File: config.mk
export PLATFORM = sky130hd
export DESIGN_NAME = channel_busy_ratio_meter
export DESIGN_NICKNAME = d
export VERILOG_FILES = /design/src/rtl/cbr_pkg.sv /design/src/rtl/channel_busy_ratio_meter.sv /design/src/rtl/cbr_frac_div.sv
export SDC_FILE = /design/constraint.sdc
export NUM_CORES = 2
export LEC_CHECK = 0
export ABC_AREA = 1
export BUFFER_PORTS_ARGS = -buffer_cell sky130_fd_sc_hd__buf_2
export CAP_MARGIN = 20
export CORE_UTILIZATION = 30
export CTS_CLUSTER_DIAMETER = 30
export DETAILED_ROUTE_END_ITERATION = 8
export PLACE_DENSITY = 0.44
export SLEW_MARGIN = 25
export SYNTH_ARGS = -nofsm -noshare
export SYNTH_HDL_FRONTEND = slang
export SYNTH_SLANG_ARGS = --single-unit
File: constraint.sdc
create_clock -name clk -period 46.1 [get_ports clk]
set_clock_uncertainty 0.1 [all_clocks]
set_input_delay 9.22 -clock clk [delete_from_list [all_inputs] [get_ports clk]]
set_output_delay 9.22 -clock clk [all_outputs]
set_load 0.05 [all_outputs]
File: src/rtl/cbr_pkg.sv
// Shared constants, codes and types of the channel busy ratio meter.
// Used by every module of the block; depends on nothing else.
`timescale 1ns / 1ps
`default_nettype none

package cbr_pkg;

  // Width of one free-running time counter and of each delta.
  localparam int CNT_W = 64;
  // Digit handled per cycle by the serial subtractors.
  localparam int DIGIT_W = 8;
  localparam int NUM_DIGITS = CNT_W / DIGIT_W;
  localparam int DIGIT_IDX_W = $clog2(NUM_DIGITS);

  // Counter lanes: active, busy, receive, transmit.
  localparam int NUM_LANES = 4;
  localparam int LANE_ACTIVE = 0;
  localparam int LANE_BUSY = 1;
  localparam int LANE_RECEIVE = 2;
  localparam int LANE_TRANSMIT = 3;

  // Result fields.
  localparam int STATUS_W = 3;
  localparam int RATIO_W = 17;
  localparam int RATIO_FRAC_BITS_DEF = 16;

  // Stream widths.
  localparam int IN_TDATA_W = NUM_LANES * CNT_W;
  localparam int OUT_TDATA_W = 280;
  localparam int OUT_PAD_W = OUT_TDATA_W - RATIO_W - NUM_LANES * CNT_W;

  // Result status codes.
  typedef enum logic [STATUS_W-1:0] {
    STAT_BASELINE  = 3'd0,
    STAT_IGNORED   = 3'd1,
    STAT_WRAPPED   = 3'd2,
    STAT_VALID     = 3'd3,
    STAT_NO_ACTIVE = 3'd4
  } cbr_status_t;

  // Top-level sequencer states.
  typedef enum logic [2:0] {
    ST_IDLE,
    ST_SUB,
    ST_EVAL,
    ST_DIV,
    ST_OUT
  } cbr_state_t;

endpackage

`default_nettype wire

File: src/rtl/channel_busy_ratio_meter.sv
// Top level of the channel busy ratio meter: stream ports, serial counter
// subtraction, decision sequencer and output register. Uses cbr_pkg and cbr_frac_div.
`timescale 1ns / 1ps
`default_nettype none

// The meter takes one survey sample at a time and returns exactly one result
// per sample. A sample for a channel that is not in use goes from acceptance
// straight to the output state. Any other sample runs its four counters
// through byte-wide serial subtractors, one digit at a time over the 64 bits,
// then passes through the decision state; when a true fraction is needed the
// restoring divider works out the quotient bit by bit and hands it back. The
// input is ready again once the result sits in the output register, so a new
// sample can be accepted while the previous result still waits on out_tready.
module channel_busy_ratio_meter #(
  parameter int RATIO_FRAC_BITS = cbr_pkg::RATIO_FRAC_BITS_DEF
) (
  input  wire logic                             clk,
  input  wire logic                             rst_n,
  input  wire logic                             in_tvalid,
  output logic                                  in_tready,
  // [63:0] active_time, [127:64] busy_time, [191:128] receive_time,
  // [255:192] transmit_time
  input  wire logic [cbr_pkg::IN_TDATA_W-1:0]   in_tdata,
  // [0] channel_in_use
  input  wire logic                             in_tuser,
  output logic                                  out_tvalid,
  input  wire logic                             out_tready,
  // [16:0] ratio_q16, [80:17] active_delta, [144:81] busy_delta,
  // [208:145] receive_delta, [272:209] transmit_delta, [279:273] zero
  output logic [cbr_pkg::OUT_TDATA_W-1:0]       out_tdata,
  // [2:0] status
  output logic [cbr_pkg::STATUS_W-1:0]          out_tuser
);

  localparam int RFULL_W = RATIO_FRAC_BITS + 1;
  localparam int EXT_W = (RFULL_W > cbr_pkg::RATIO_W) ? RFULL_W : cbr_pkg::RATIO_W;
  localparam int CW = cbr_pkg::CNT_W;
  localparam int DW = cbr_pkg::DIGIT_W;

  cbr_pkg::cbr_state_t  state_r, state_nxt;
  cbr_pkg::cbr_status_t status_r, status_nxt;
  logic                 first_pending_r, first_pending_nxt;
  logic [cbr_pkg::DIGIT_IDX_W-1:0] digit_r, digit_nxt;

  // Per-lane serial subtraction state.
  logic [CW-1:0] smp_r   [cbr_pkg::NUM_LANES];
  logic [CW-1:0] base_r  [cbr_pkg::NUM_LANES];
  logic [CW-1:0] delta_r [cbr_pkg::NUM_LANES];
  logic [cbr_pkg::NUM_LANES-1:0] brw_r, brw_nxt;
  logic          cmp_brw_r, cmp_brw_nxt;
  logic          act_nz_r, act_nz_nxt;

  logic [DW:0]   lane_dif [cbr_pkg::NUM_LANES];
  logic [DW:0]   cmp_dif;

  logic [RFULL_W-1:0] ratio_r, ratio_nxt;
  logic [EXT_W-1:0]   ratio_ext;

  logic in_accept, sub_step, div_start, out_load;
  logic div_done;
  logic [RATIO_FRAC_BITS-1:0] div_quo;

  logic                           out_tvalid_r, out_tvalid_nxt;
  logic [cbr_pkg::OUT_TDATA_W-1:0] out_tdata_r;
  cbr_pkg::cbr_status_t           out_status_r;
  logic                           show_delta;

  assign in_accept = in_tvalid && in_tready;
  assign in_tready = (state_r == cbr_pkg::ST_IDLE);

  // One digit of sample minus baseline per lane, plus busy minus active delta.
  always_comb begin
    for (int k = 0; k < cbr_pkg::NUM_LANES; k++) begin
      lane_dif[k] = {1'b0, smp_r[k][DW-1:0]} - {1'b0, base_r[k][DW-1:0]}
                    - {{DW{1'b0}}, brw_r[k]};
    end
    cmp_dif = {1'b0, lane_dif[cbr_pkg::LANE_BUSY][DW-1:0]}
              - {1'b0, lane_dif[cbr_pkg::LANE_ACTIVE][DW-1:0]}
              - {{DW{1'b0}}, cmp_brw_r};
  end

  // Sequencer: next state and the flags that steer the datapath.
  always_comb begin
    state_nxt = state_r;
    status_nxt = status_r;
    first_pending_nxt = first_pending_r;
    digit_nxt = digit_r;
    ratio_nxt = ratio_r;
    brw_nxt = brw_r;
    cmp_brw_nxt = cmp_brw_r;
    act_nz_nxt = act_nz_r;
    sub_step = 1'b0;
    div_start = 1'b0;
    out_load = 1'b0;
    unique case (state_r)
      cbr_pkg::ST_IDLE: begin
        if (in_accept) begin
          digit_nxt = '0;
          brw_nxt = '0;
          cmp_brw_nxt = 1'b0;
          act_nz_nxt = 1'b0;
          ratio_nxt = '0;
          if (in_tuser) begin
            state_nxt = cbr_pkg::ST_SUB;
          end else begin
            status_nxt = cbr_pkg::STAT_IGNORED;
            state_nxt = cbr_pkg::ST_OUT;
          end
        end
      end
      cbr_pkg::ST_SUB: begin
        sub_step = 1'b1;
        for (int k = 0; k < cbr_pkg::NUM_LANES; k++) begin
          brw_nxt[k] = lane_dif[k][DW];
        end
        cmp_brw_nxt = cmp_dif[DW];
        act_nz_nxt = act_nz_r || (|lane_dif[cbr_pkg::LANE_ACTIVE][DW-1:0]);
        digit_nxt = digit_r + 1'b1;
        if (digit_r == cbr_pkg::DIGIT_IDX_W'(cbr_pkg::NUM_DIGITS - 1)) begin
          state_nxt = cbr_pkg::ST_EVAL;
        end
      end
      cbr_pkg::ST_EVAL: begin
        state_nxt = cbr_pkg::ST_OUT;
        priority if (first_pending_r) begin
          first_pending_nxt = 1'b0;
          status_nxt = cbr_pkg::STAT_BASELINE;
        end else if (|brw_r) begin
          status_nxt = cbr_pkg::STAT_WRAPPED;
        end else if (!act_nz_r) begin
          status_nxt = cbr_pkg::STAT_NO_ACTIVE;
        end else if (!cmp_brw_r) begin
          // Busy time at least the active time: clamp to one.
          status_nxt = cbr_pkg::STAT_VALID;
          ratio_nxt = {1'b1, {RATIO_FRAC_BITS{1'b0}}};
        end else begin
          status_nxt = cbr_pkg::STAT_VALID;
          div_start = 1'b1;
          state_nxt = cbr_pkg::ST_DIV;
        end
      end
      cbr_pkg::ST_DIV: begin
        if (div_done) begin
          ratio_nxt = {1'b0, div_quo};
          state_nxt = cbr_pkg::ST_OUT;
        end
      end
      cbr_pkg::ST_OUT: begin
        if (!out_tvalid_r || out_tready) begin
          out_load = 1'b1;
          state_nxt = cbr_pkg::ST_IDLE;
        end
      end
      default: begin
        state_nxt = cbr_pkg::ST_IDLE;
      end
    endcase
  end

  // Output valid: set on load, cleared when the request is taken.
  always_comb begin
    out_tvalid_nxt = out_tvalid_r;
    if (out_load) begin
      out_tvalid_nxt = 1'b1;
    end else if (out_tready) begin
      out_tvalid_nxt = 1'b0;
    end
  end

  // Control and baseline registers. Baselines reset to zero.
  always_ff @(posedge clk) begin
    if (!rst_n) begin
      state_r <= cbr_pkg::ST_IDLE;
      status_r <= cbr_pkg::STAT_BASELINE;
      first_pending_r <= 1'b1;
      digit_r <= '0;
      brw_r <= '0;
      cmp_brw_r <= 1'b0;
      act_nz_r <= 1'b0;
      out_tvalid_r <= 1'b0;
      for (int k = 0; k < cbr_pkg::NUM_LANES; k++) begin
        base_r[k] <= '0;
      end
    end else begin
      state_r <= state_nxt;
      status_r <= status_nxt;
      first_pending_r <= first_pending_nxt;
      digit_r <= digit_nxt;
      brw_r <= brw_nxt;
      cmp_brw_r <= cmp_brw_nxt;
      act_nz_r <= act_nz_nxt;
      out_tvalid_r <= out_tvalid_nxt;
      // The baseline rotates out its low digit and takes the sample's digit.
      if (sub_step) begin
        for (int k = 0; k < cbr_pkg::NUM_LANES; k++) begin
          base_r[k] <= {smp_r[k][DW-1:0], base_r[k][CW-1:DW]};
        end
      end
    end
  end

  // Sample and delta shift registers, and the ratio holding register.
  always_ff @(posedge clk) begin
    ratio_r <= ratio_nxt;
    if (in_accept) begin
      for (int k = 0; k < cbr_pkg::NUM_LANES; k++) begin
        smp_r[k] <= in_tdata[k*CW +: CW];
      end
    end else if (sub_step) begin
      for (int k = 0; k < cbr_pkg::NUM_LANES; k++) begin
        smp_r[k] <= {{DW{1'b0}}, smp_r[k][CW-1:DW]};
        delta_r[k] <= {lane_dif[k][DW-1:0], delta_r[k][CW-1:DW]};
      end
    end
  end

  cbr_frac_div #(
    .FRAC_BITS (RATIO_FRAC_BITS)
  ) u_div (
    .clk      (clk),
    .rst_n    (rst_n),
    .start    (div_start),
    .dividend (delta_r[cbr_pkg::LANE_BUSY]),
    .divisor  (delta_r[cbr_pkg::LANE_ACTIVE]),
    .done     (div_done),
    .quotient (div_quo)
  );

  // Result register; fields outside their status are forced to zero.
  assign ratio_ext = EXT_W'(ratio_r);
  assign show_delta = (status_r == cbr_pkg::STAT_VALID) ||
                      (status_r == cbr_pkg::STAT_NO_ACTIVE);

  always_ff @(posedge clk) begin
    if (out_load) begin
      out_status_r <= status_r;
      out_tdata_r <= {
        {cbr_pkg::OUT_PAD_W{1'b0}},
        show_delta ? delta_r[cbr_pkg::LANE_TRANSMIT] : {CW{1'b0}},
        show_delta ? delta_r[cbr_pkg::LANE_RECEIVE] : {CW{1'b0}},
        show_delta ? delta_r[cbr_pkg::LANE_BUSY] : {CW{1'b0}},
        show_delta ? delta_r[cbr_pkg::LANE_ACTIVE] : {CW{1'b0}},
        (status_r == cbr_pkg::STAT_VALID) ? ratio_ext[cbr_pkg::RATIO_W-1:0]
                                          : {cbr_pkg::RATIO_W{1'b0}}
      };
    end
  end

  assign out_tvalid = out_tvalid_r;
  assign out_tdata = out_tdata_r;
  assign out_tuser = out_status_r;

endmodule

`default_nettype wire

File: src/rtl/cbr_frac_div.sv
// Restoring divider that produces one fraction bit of busy/active per cycle.
// Uses cbr_pkg for the counter width; instantiated by the meter top level.
`timescale 1ns / 1ps
`default_nettype none

module cbr_frac_div #(
  parameter int FRAC_BITS = cbr_pkg::RATIO_FRAC_BITS_DEF
) (
  input  wire logic                       clk,
  input  wire logic                       rst_n,
  input  wire logic                       start,
  input  wire logic [cbr_pkg::CNT_W-1:0]  dividend,
  input  wire logic [cbr_pkg::CNT_W-1:0]  divisor,
  output logic                            done,
  output logic [FRAC_BITS-1:0]            quotient
);

  localparam int STEP_W = $clog2(FRAC_BITS);

  logic                       busy_r, busy_nxt;
  logic                       done_r, done_nxt;
  logic [STEP_W-1:0]          step_r, step_nxt;
  logic [cbr_pkg::CNT_W-1:0]  rem_r, rem_nxt;
  logic [cbr_pkg::CNT_W-1:0]  dvs_r, dvs_nxt;
  logic [FRAC_BITS-1:0]       quo_r, quo_nxt;

  logic [cbr_pkg::CNT_W:0]    shifted;
  logic [cbr_pkg::CNT_W:0]    trial;

  // One restoring step: shift the remainder in, subtract the divisor if it fits.
  always_comb begin
    shifted = {rem_r, 1'b0};
    trial = shifted - {1'b0, dvs_r};
    busy_nxt = busy_r;
    done_nxt = 1'b0;
    step_nxt = step_r;
    rem_nxt = rem_r;
    dvs_nxt = dvs_r;
    quo_nxt = quo_r;
    if (start) begin
      busy_nxt = 1'b1;
      step_nxt = '0;
      rem_nxt = dividend;
      dvs_nxt = divisor;
      quo_nxt = '0;
    end else if (busy_r) begin
      if (!trial[cbr_pkg::CNT_W]) begin
        rem_nxt = trial[cbr_pkg::CNT_W-1:0];
        quo_nxt = {quo_r[FRAC_BITS-2:0], 1'b1};
      end else begin
        rem_nxt = shifted[cbr_pkg::CNT_W-1:0];
        quo_nxt = {quo_r[FRAC_BITS-2:0], 1'b0};
      end
      step_nxt = step_r + 1'b1;
      if (step_r == STEP_W'(FRAC_BITS - 1)) begin
        busy_nxt = 1'b0;
        done_nxt = 1'b1;
      end
    end
  end

  // Control flops.
  always_ff @(posedge clk) begin
    if (!rst_n) begin
      busy_r <= 1'b0;
      done_r <= 1'b0;
      step_r <= '0;
    end else begin
      busy_r <= busy_nxt;
      done_r <= done_nxt;
      step_r <= step_nxt;
    end
  end

  // Datapath flops.
  always_ff @(posedge clk) begin
    rem_r <= rem_nxt;
    dvs_r <= dvs_nxt;
    quo_r <= quo_nxt;
  end

  assign done = done_r;
  assign quotient = quo_r;

endmodule

`default_nettype wire

* Word-level counts from Yosys, hierarchy flattened
Memory sizes are Yosys's and may differ from the RTL's.
Cells that the tools add are included.
** Storage, ports and cells
- RAM bits :: 768
- Output and inout port bits :: 285
- Memories :: 3
- Word-level logic and storage cells :: 144
- Flip-flop bits (word level) :: 460
** Memories
- base_r :: words 4, bits a word 64, read ports 4, clocked after memory_dff 0, wr ports 4, RTL line channel_busy_ratio_meter.sv:47 : logic [CW-1:0] base_r [cbr_pkg::NUM_LANES];
- delta_r :: words 4, bits a word 64, read ports 4, clocked after memory_dff 0, wr ports 4, RTL line channel_busy_ratio_meter.sv:48 : logic [CW-1:0] delta_r [cbr_pkg::NUM_LANES];
- smp_r :: words 4, bits a word 64, read ports 4, clocked after memory_dff 0, wr ports 4, RTL line channel_busy_ratio_meter.sv:46 : logic [CW-1:0] smp_r [cbr_pkg::NUM_LANES];
** Operators by class
- Mux-type cells :: 64
- Eq/ne operators :: 17
- Add/sub/neg operators :: 13
- Reductions and logical operators :: 19
- Bitwise gates (word level) :: 10
** Operators with widths (count)
- $mux 64 :: 11
- $mux 17 :: 6
- $sub 65x64->65 :: 1
- $pmux 17 s3 :: 1
- $mux 3 :: 15
- $sub 8x8->9 :: 5
- $sub 9x1->9 :: 5
- $mux 1 :: 24
- $pmux 3 s5 :: 1
- $ne 2x2->1 const B :: 7
- $pmux 3 s2 :: 2
- $eq 3x2->1 const B :: 3
- $eq 3x3->1 const B :: 3
- $or 1x1->1 :: 8
- $pmux 4 s2 :: 1
- $reduce_bool 2->1 :: 4
- $reduce_or 8->1 :: 1
- $reduce_and 7->1 :: 1
- $add 4x1->4 const B :: 1
- $eq 4x4->1 const B :: 1
- $mux 4 :: 1
- $ne 2x1->1 const B :: 2
- $pmux 1 s2 :: 2
- $reduce_and 4->1 :: 1
- other kinds (13) :: 16

* Depth between registers and ports, before layout
- Word-level depth :: 6
- Mapped depth :: 22
- Depth with buffers taken out :: 22

* Modules after synthesis
A second synthesis with hierarchy kept.
** Second synthesis, totals
- Cells, all modules :: 5237
- Area total of the unflattened synthesis :: 55373.1 sq um
** Modules (own cells, without submodules)
- channel_busy_ratio_meter :: cells an instance 3193, area an instance 42414.4 sq um, instances 1
- cbr_frac_div :: cells an instance 2044, area an instance 12958.7 sq um, instances 1

* Least setup slack after synthesis
Ideal clock, no wire load.
- Path kind :: in2reg
- From :: input port out_tready
- To :: register out_tdata_r (netlist bit out_tdata[0]) (enable)
- Path buffers :: 0
- Setup time :: 1.589 ns
- Cell stages on the path :: 2
- Setup slack :: 9.283 ns
- Data required time :: 44.411 ns
- Arrival :: 35.127 ns
- Path through :: nor2_1 nor4_1
** On the way
- Longest elaborated chain between the ends :: 3
** RTL lines
- start: declaration :: RTL line channel_busy_ratio_meter.sv:27 : input wire logic out_tready,
- $logic_or 1x1->1 :: RTL line channel_busy_ratio_meter.sv:149 : if (!out_tvalid_r || out_tready) begin
- $mux 1 :: RTL line channel_busy_ratio_meter.sv:149
- $mux 1 :: RTL line channel_busy_ratio_meter.sv:95 : unique case (state_r)
- via out_load :: RTL line channel_busy_ratio_meter.sv:59 : logic in_accept, sub_step, div_start, out_load;
- end signal: assignment :: RTL line channel_busy_ratio_meter.sv:237 : out_tdata_r <= {
- end: declaration :: RTL line channel_busy_ratio_meter.sv:64 : logic [cbr_pkg::OUT_TDATA_W-1:0] out_tdata_r;
The timed path passes the listed nets, and every way through them passes these cells.
A chain may end at the register's enable or synchronous reset.

* Final worst setup path
- From :: input port out_tready
- To :: register out_tdata_r (netlist bit out_tdata[38]) (read register of delta_r) (enable)
The elaborated chain is that of the path after synthesis.

==> results.py <==
metrics = {
    "run_status": {
        "status": "finished clean",
    },
    "power_and_ir_drop": {
        "intPower_mw": 3.09,
        "p_per_area_nw_per_um2": 57.8,
        "combPwrFrac": 0.096,
        "total_power_mw": 4.10,
        "p_switching_mw": 1.01,
        "clkPwrFrac": 0.551,
        "p_sw_frac": 0.247,
        "p_leak_nw": 31.9,
        "ir_worst_vdd_v": 0.0000358,
        "seq_power_share": 0.353,
    },
    "clocking": {
        "post_cts_buffers": 0,
        "cts_resized": 0,
        "clock_sinks": 1228,
        "cts-buffers-inserted": 342,
        "insertion_delay_ps": 920,
        "cts_buffer_depth": 4,
        "clockRootBuffer": "clkbuf_16",
        "ctsHoldBuffers": 0,
        "path_clk_slew_ps": 40,
        "h-tree-depth": 5,
        "cts_tree": "done",
    },
    "timing": {
        "setup_tns_ps": 0,
        "rsz0062_at_grt": "no",
        "max_slew_margin": 0.331,
        "tightest_slew_ps": 1000,
        "fin_crit_ps": 11850,
        "fmax_mhz": 84.4,
        "finalHoldViolations": 0,
        "setup_viol": 0,
        "finalCritPeriodShare": 0.257,
        "slew_violations": 0,
    },
    "finish": {
        "nNetsFinal": 6361,
        "layout-drive-gt1-share": 0.181,
        "final.fill_count": 17800,
        "seq_area_um2": 36200,
        "multi_input_area_um2": 13100,
        "area_delta_synth_final_pct": 30.1,
    },
    "die": {
        "dieHeight_um": 428,
        "rows": 156,
        "fp.dieW_um": 428,
        "core_um2": 181000,
        "die_area_um2": 183000,
        "initial_core_util": 0.302,
        "num_io_pins": 546,
    },
    "synth": {
        "syn_inst": 5197,
        "synth_flop_cell": "edfxtp_1",
        "synth_edf_count": 1165,
        "synth-seq-area-share": 0.665,
        "ys_seq_elements": 1228,
        "syn-cell-area_um2": 54500,
        "synth.distinct_cells": 45,
        "yosys_warnings": 0,
        "syn_avg_cell_area_um2": 10.5,
        "synthArstFlopShare": 0,
    },
    "grt": {
        "grt-ovfl-total": 0,
        "antenna_found_initial": 69,
        "grt_max_degree": 160,
        "grt_pass1_vias": 37300,
        "grt_pass1_wl_um": 226000,
        "track_usage": 0.163,
    },
    "flow_run": {
        "drv_cap": 0,
    },
    "placement": {
        "port-buffer-count": 538,
        "dp_hpwl_um": 106000,
        "gp_congestion": 0.917,
    },
    "route": {
        "vias": 36800,
        "drc": 0,
        "post_drt_wl_per_cell_um": 17.6,
        "drt_iter0_markers": 2105,
        "dr.pass1.iters": 5,
        "wl_um": 151000,
        "postRouteAntennaNets": 0,
        "viasPerCell": 4.28,
    },
    "hold_path": {
        "worstHoldPathType": "reg2reg",
    },
    "worst_setup_path": {
        "end_kind": "register",
        "required_ps": 46450,
        "critPathLaunchType": "primary input",
        "critPathMaxFanout": 159,
        "cp.arrival_ps": 12200,
        "crit_type": "in2reg",
    },
}
==> placed cells by master, fill, tap and decap left out, drive strengths merged, types with 72 or more instances in the layout <==
master | synthesis | final
a21oi | 102 | 102
a22o | 146 | 146
buf | 52 | 567
clkbuf | 106 | 398
clkinv | 2 | 125
edfxtp | 1165 | 1165
ha | 135 | 135
inv | 1180 | 1192
nand2 | 1127 | 1127
nand3 | 184 | 184
nor2 | 680 | 680
o21ai | 72 | 72
==> power groups by stage <==
stage                     Sequential [mW]  Combinational, mW  Clock, mW
after floorplan                      1.54              0.227          0
after global placement               1.47              0.399          0
after detailed placement             1.47              0.405          0
after CTS                            1.45              0.407       2.31
after global routing                 1.46              0.447       2.36
final                                1.45              0.394       2.26
==> Yosys cell counts, types with 3 or more instances <==
master	n	area, um2
buf_4	8	60.1
xnor2_1	26	228
nor4_1	8	50.1
clkbuf_1	106	398
nor2_2	6	37.5
nand4_1	19	119
nand3_1	182	911
buf_6	9	101
buf_2	33	165
xor2_1	25	219
and2_1	4	25.0
edfxtp_1	1165	35000
and3_1	3	18.8
a22o_1	146	1280
o211ai_1	5	37.5
o21bai_1	6	45.0
nand3b_1	26	195
inv_2	8	30.0
dfxtp_1	63	1260
nand2_4	3	33.8
nor2_1	672	2520
nor3_2	3	30.0
nand2_1	1119	4200
fa_1	9	180
ha_1	135	1690
inv_1	1172	4400
nand2_2	5	31.3
a21oi_1	100	500
or2_2	5	31.3
o22ai_1	20	125
nor3_1	17	85.1
o21ai_0	71	355
==> routing by layer <==
| layer | vias to the layer above | track usage | routed length (um) |
|---|---|---|---|
| li1 | 18300 | - | - |
| met1 | 17100 | 0.180 | 59200 |
| met2 | 916 | 0.288 | 76700 |
| met3 | 414 | 0.0489 | 9220 |
| met4 | 86 | 0.0728 | 5850 |
| met5 | - | 0 | 535 |
==> state kept, by name, indices dropped and copies added (netlist names), 3 cells and up <==
signal / flops
out_tdata: 273
base_r: 256
delta_r: 256
smp_r: 256
u_div.dvs_r: 64
u_div.rem_r: 64
ratio_ext: 17
u_div.quotient: 16
brw_r: 4
u_div.step_r: 4
digit_r: 3
out_tuser: 3
state_r: 3
status_r: 3
==> stage by stage <==
step / cells / hold WS (ps) / setup WS, ps / util / area [um2]
floorplan: 5203 / 308 / 9280 / - / 54500
CTS: 8580 / 343 / 34260 / 0.392 / 70800
finish: 8602 / 340 / 34250 / 0.393 / 70900
global placement: 7982 / 330 / 33390 / 0.331 / 59700
global route: 8593 / 352 / 34040 / 0.393 / 70900
detailed placement: 7982 / 332 / 33340 / 0.331 / 59700
==> cells by family after synthesis <==
| logic type | count (synthesis) | synth area share |
|---|---|---|
| muxes | 1 | 0.000184 |
| AOI/OAI and AO/OA | 355 | 0.0440 |
| buffers and inverters | 1340 | 0.0949 |
| xor gates and xnor gates | 51 | 0.00820 |
| other | 1 | 0.0000688 |
| and+or+nand+nor | 2077 | 0.153 |
| adders and majority gates | 144 | 0.0343 |
| DFF | 1228 | 0.665 |
==> critical path, stage by stage <==
cell and delay [ps]:
buf_2 110, nor2_1 80, nor4_2 240, buf_12 650
buf_4 780, buf_4 800
==> worst paths after layout <==
check	slack (ps)	to	depth (start not counted)	startpoint
max reg2reg	41320	smp_r[1][4]	8	state_r[0]
min	340	delta_r[3][0]	0	delta_r[3][8]
max	34250	out_tdata[38]	6	out_tready
min reg2reg	340	delta_r[3][0]	0	delta_r[3][8]
==> area by class of cell <==
cell class / instances / area share
flip-flops and latches: 1228 / 0.511
multi-input cells: 2635 / 0.185
clock buffers: 398 / 0.126
inverters: 1182 / 0.0630
well taps: 2370 / 0.0418
repair buffers: 567 / 0.0414
clock inverters: 200 / 0.0306
diodes: 22 / 0.000776
Power figures use the tool's default switching activity.
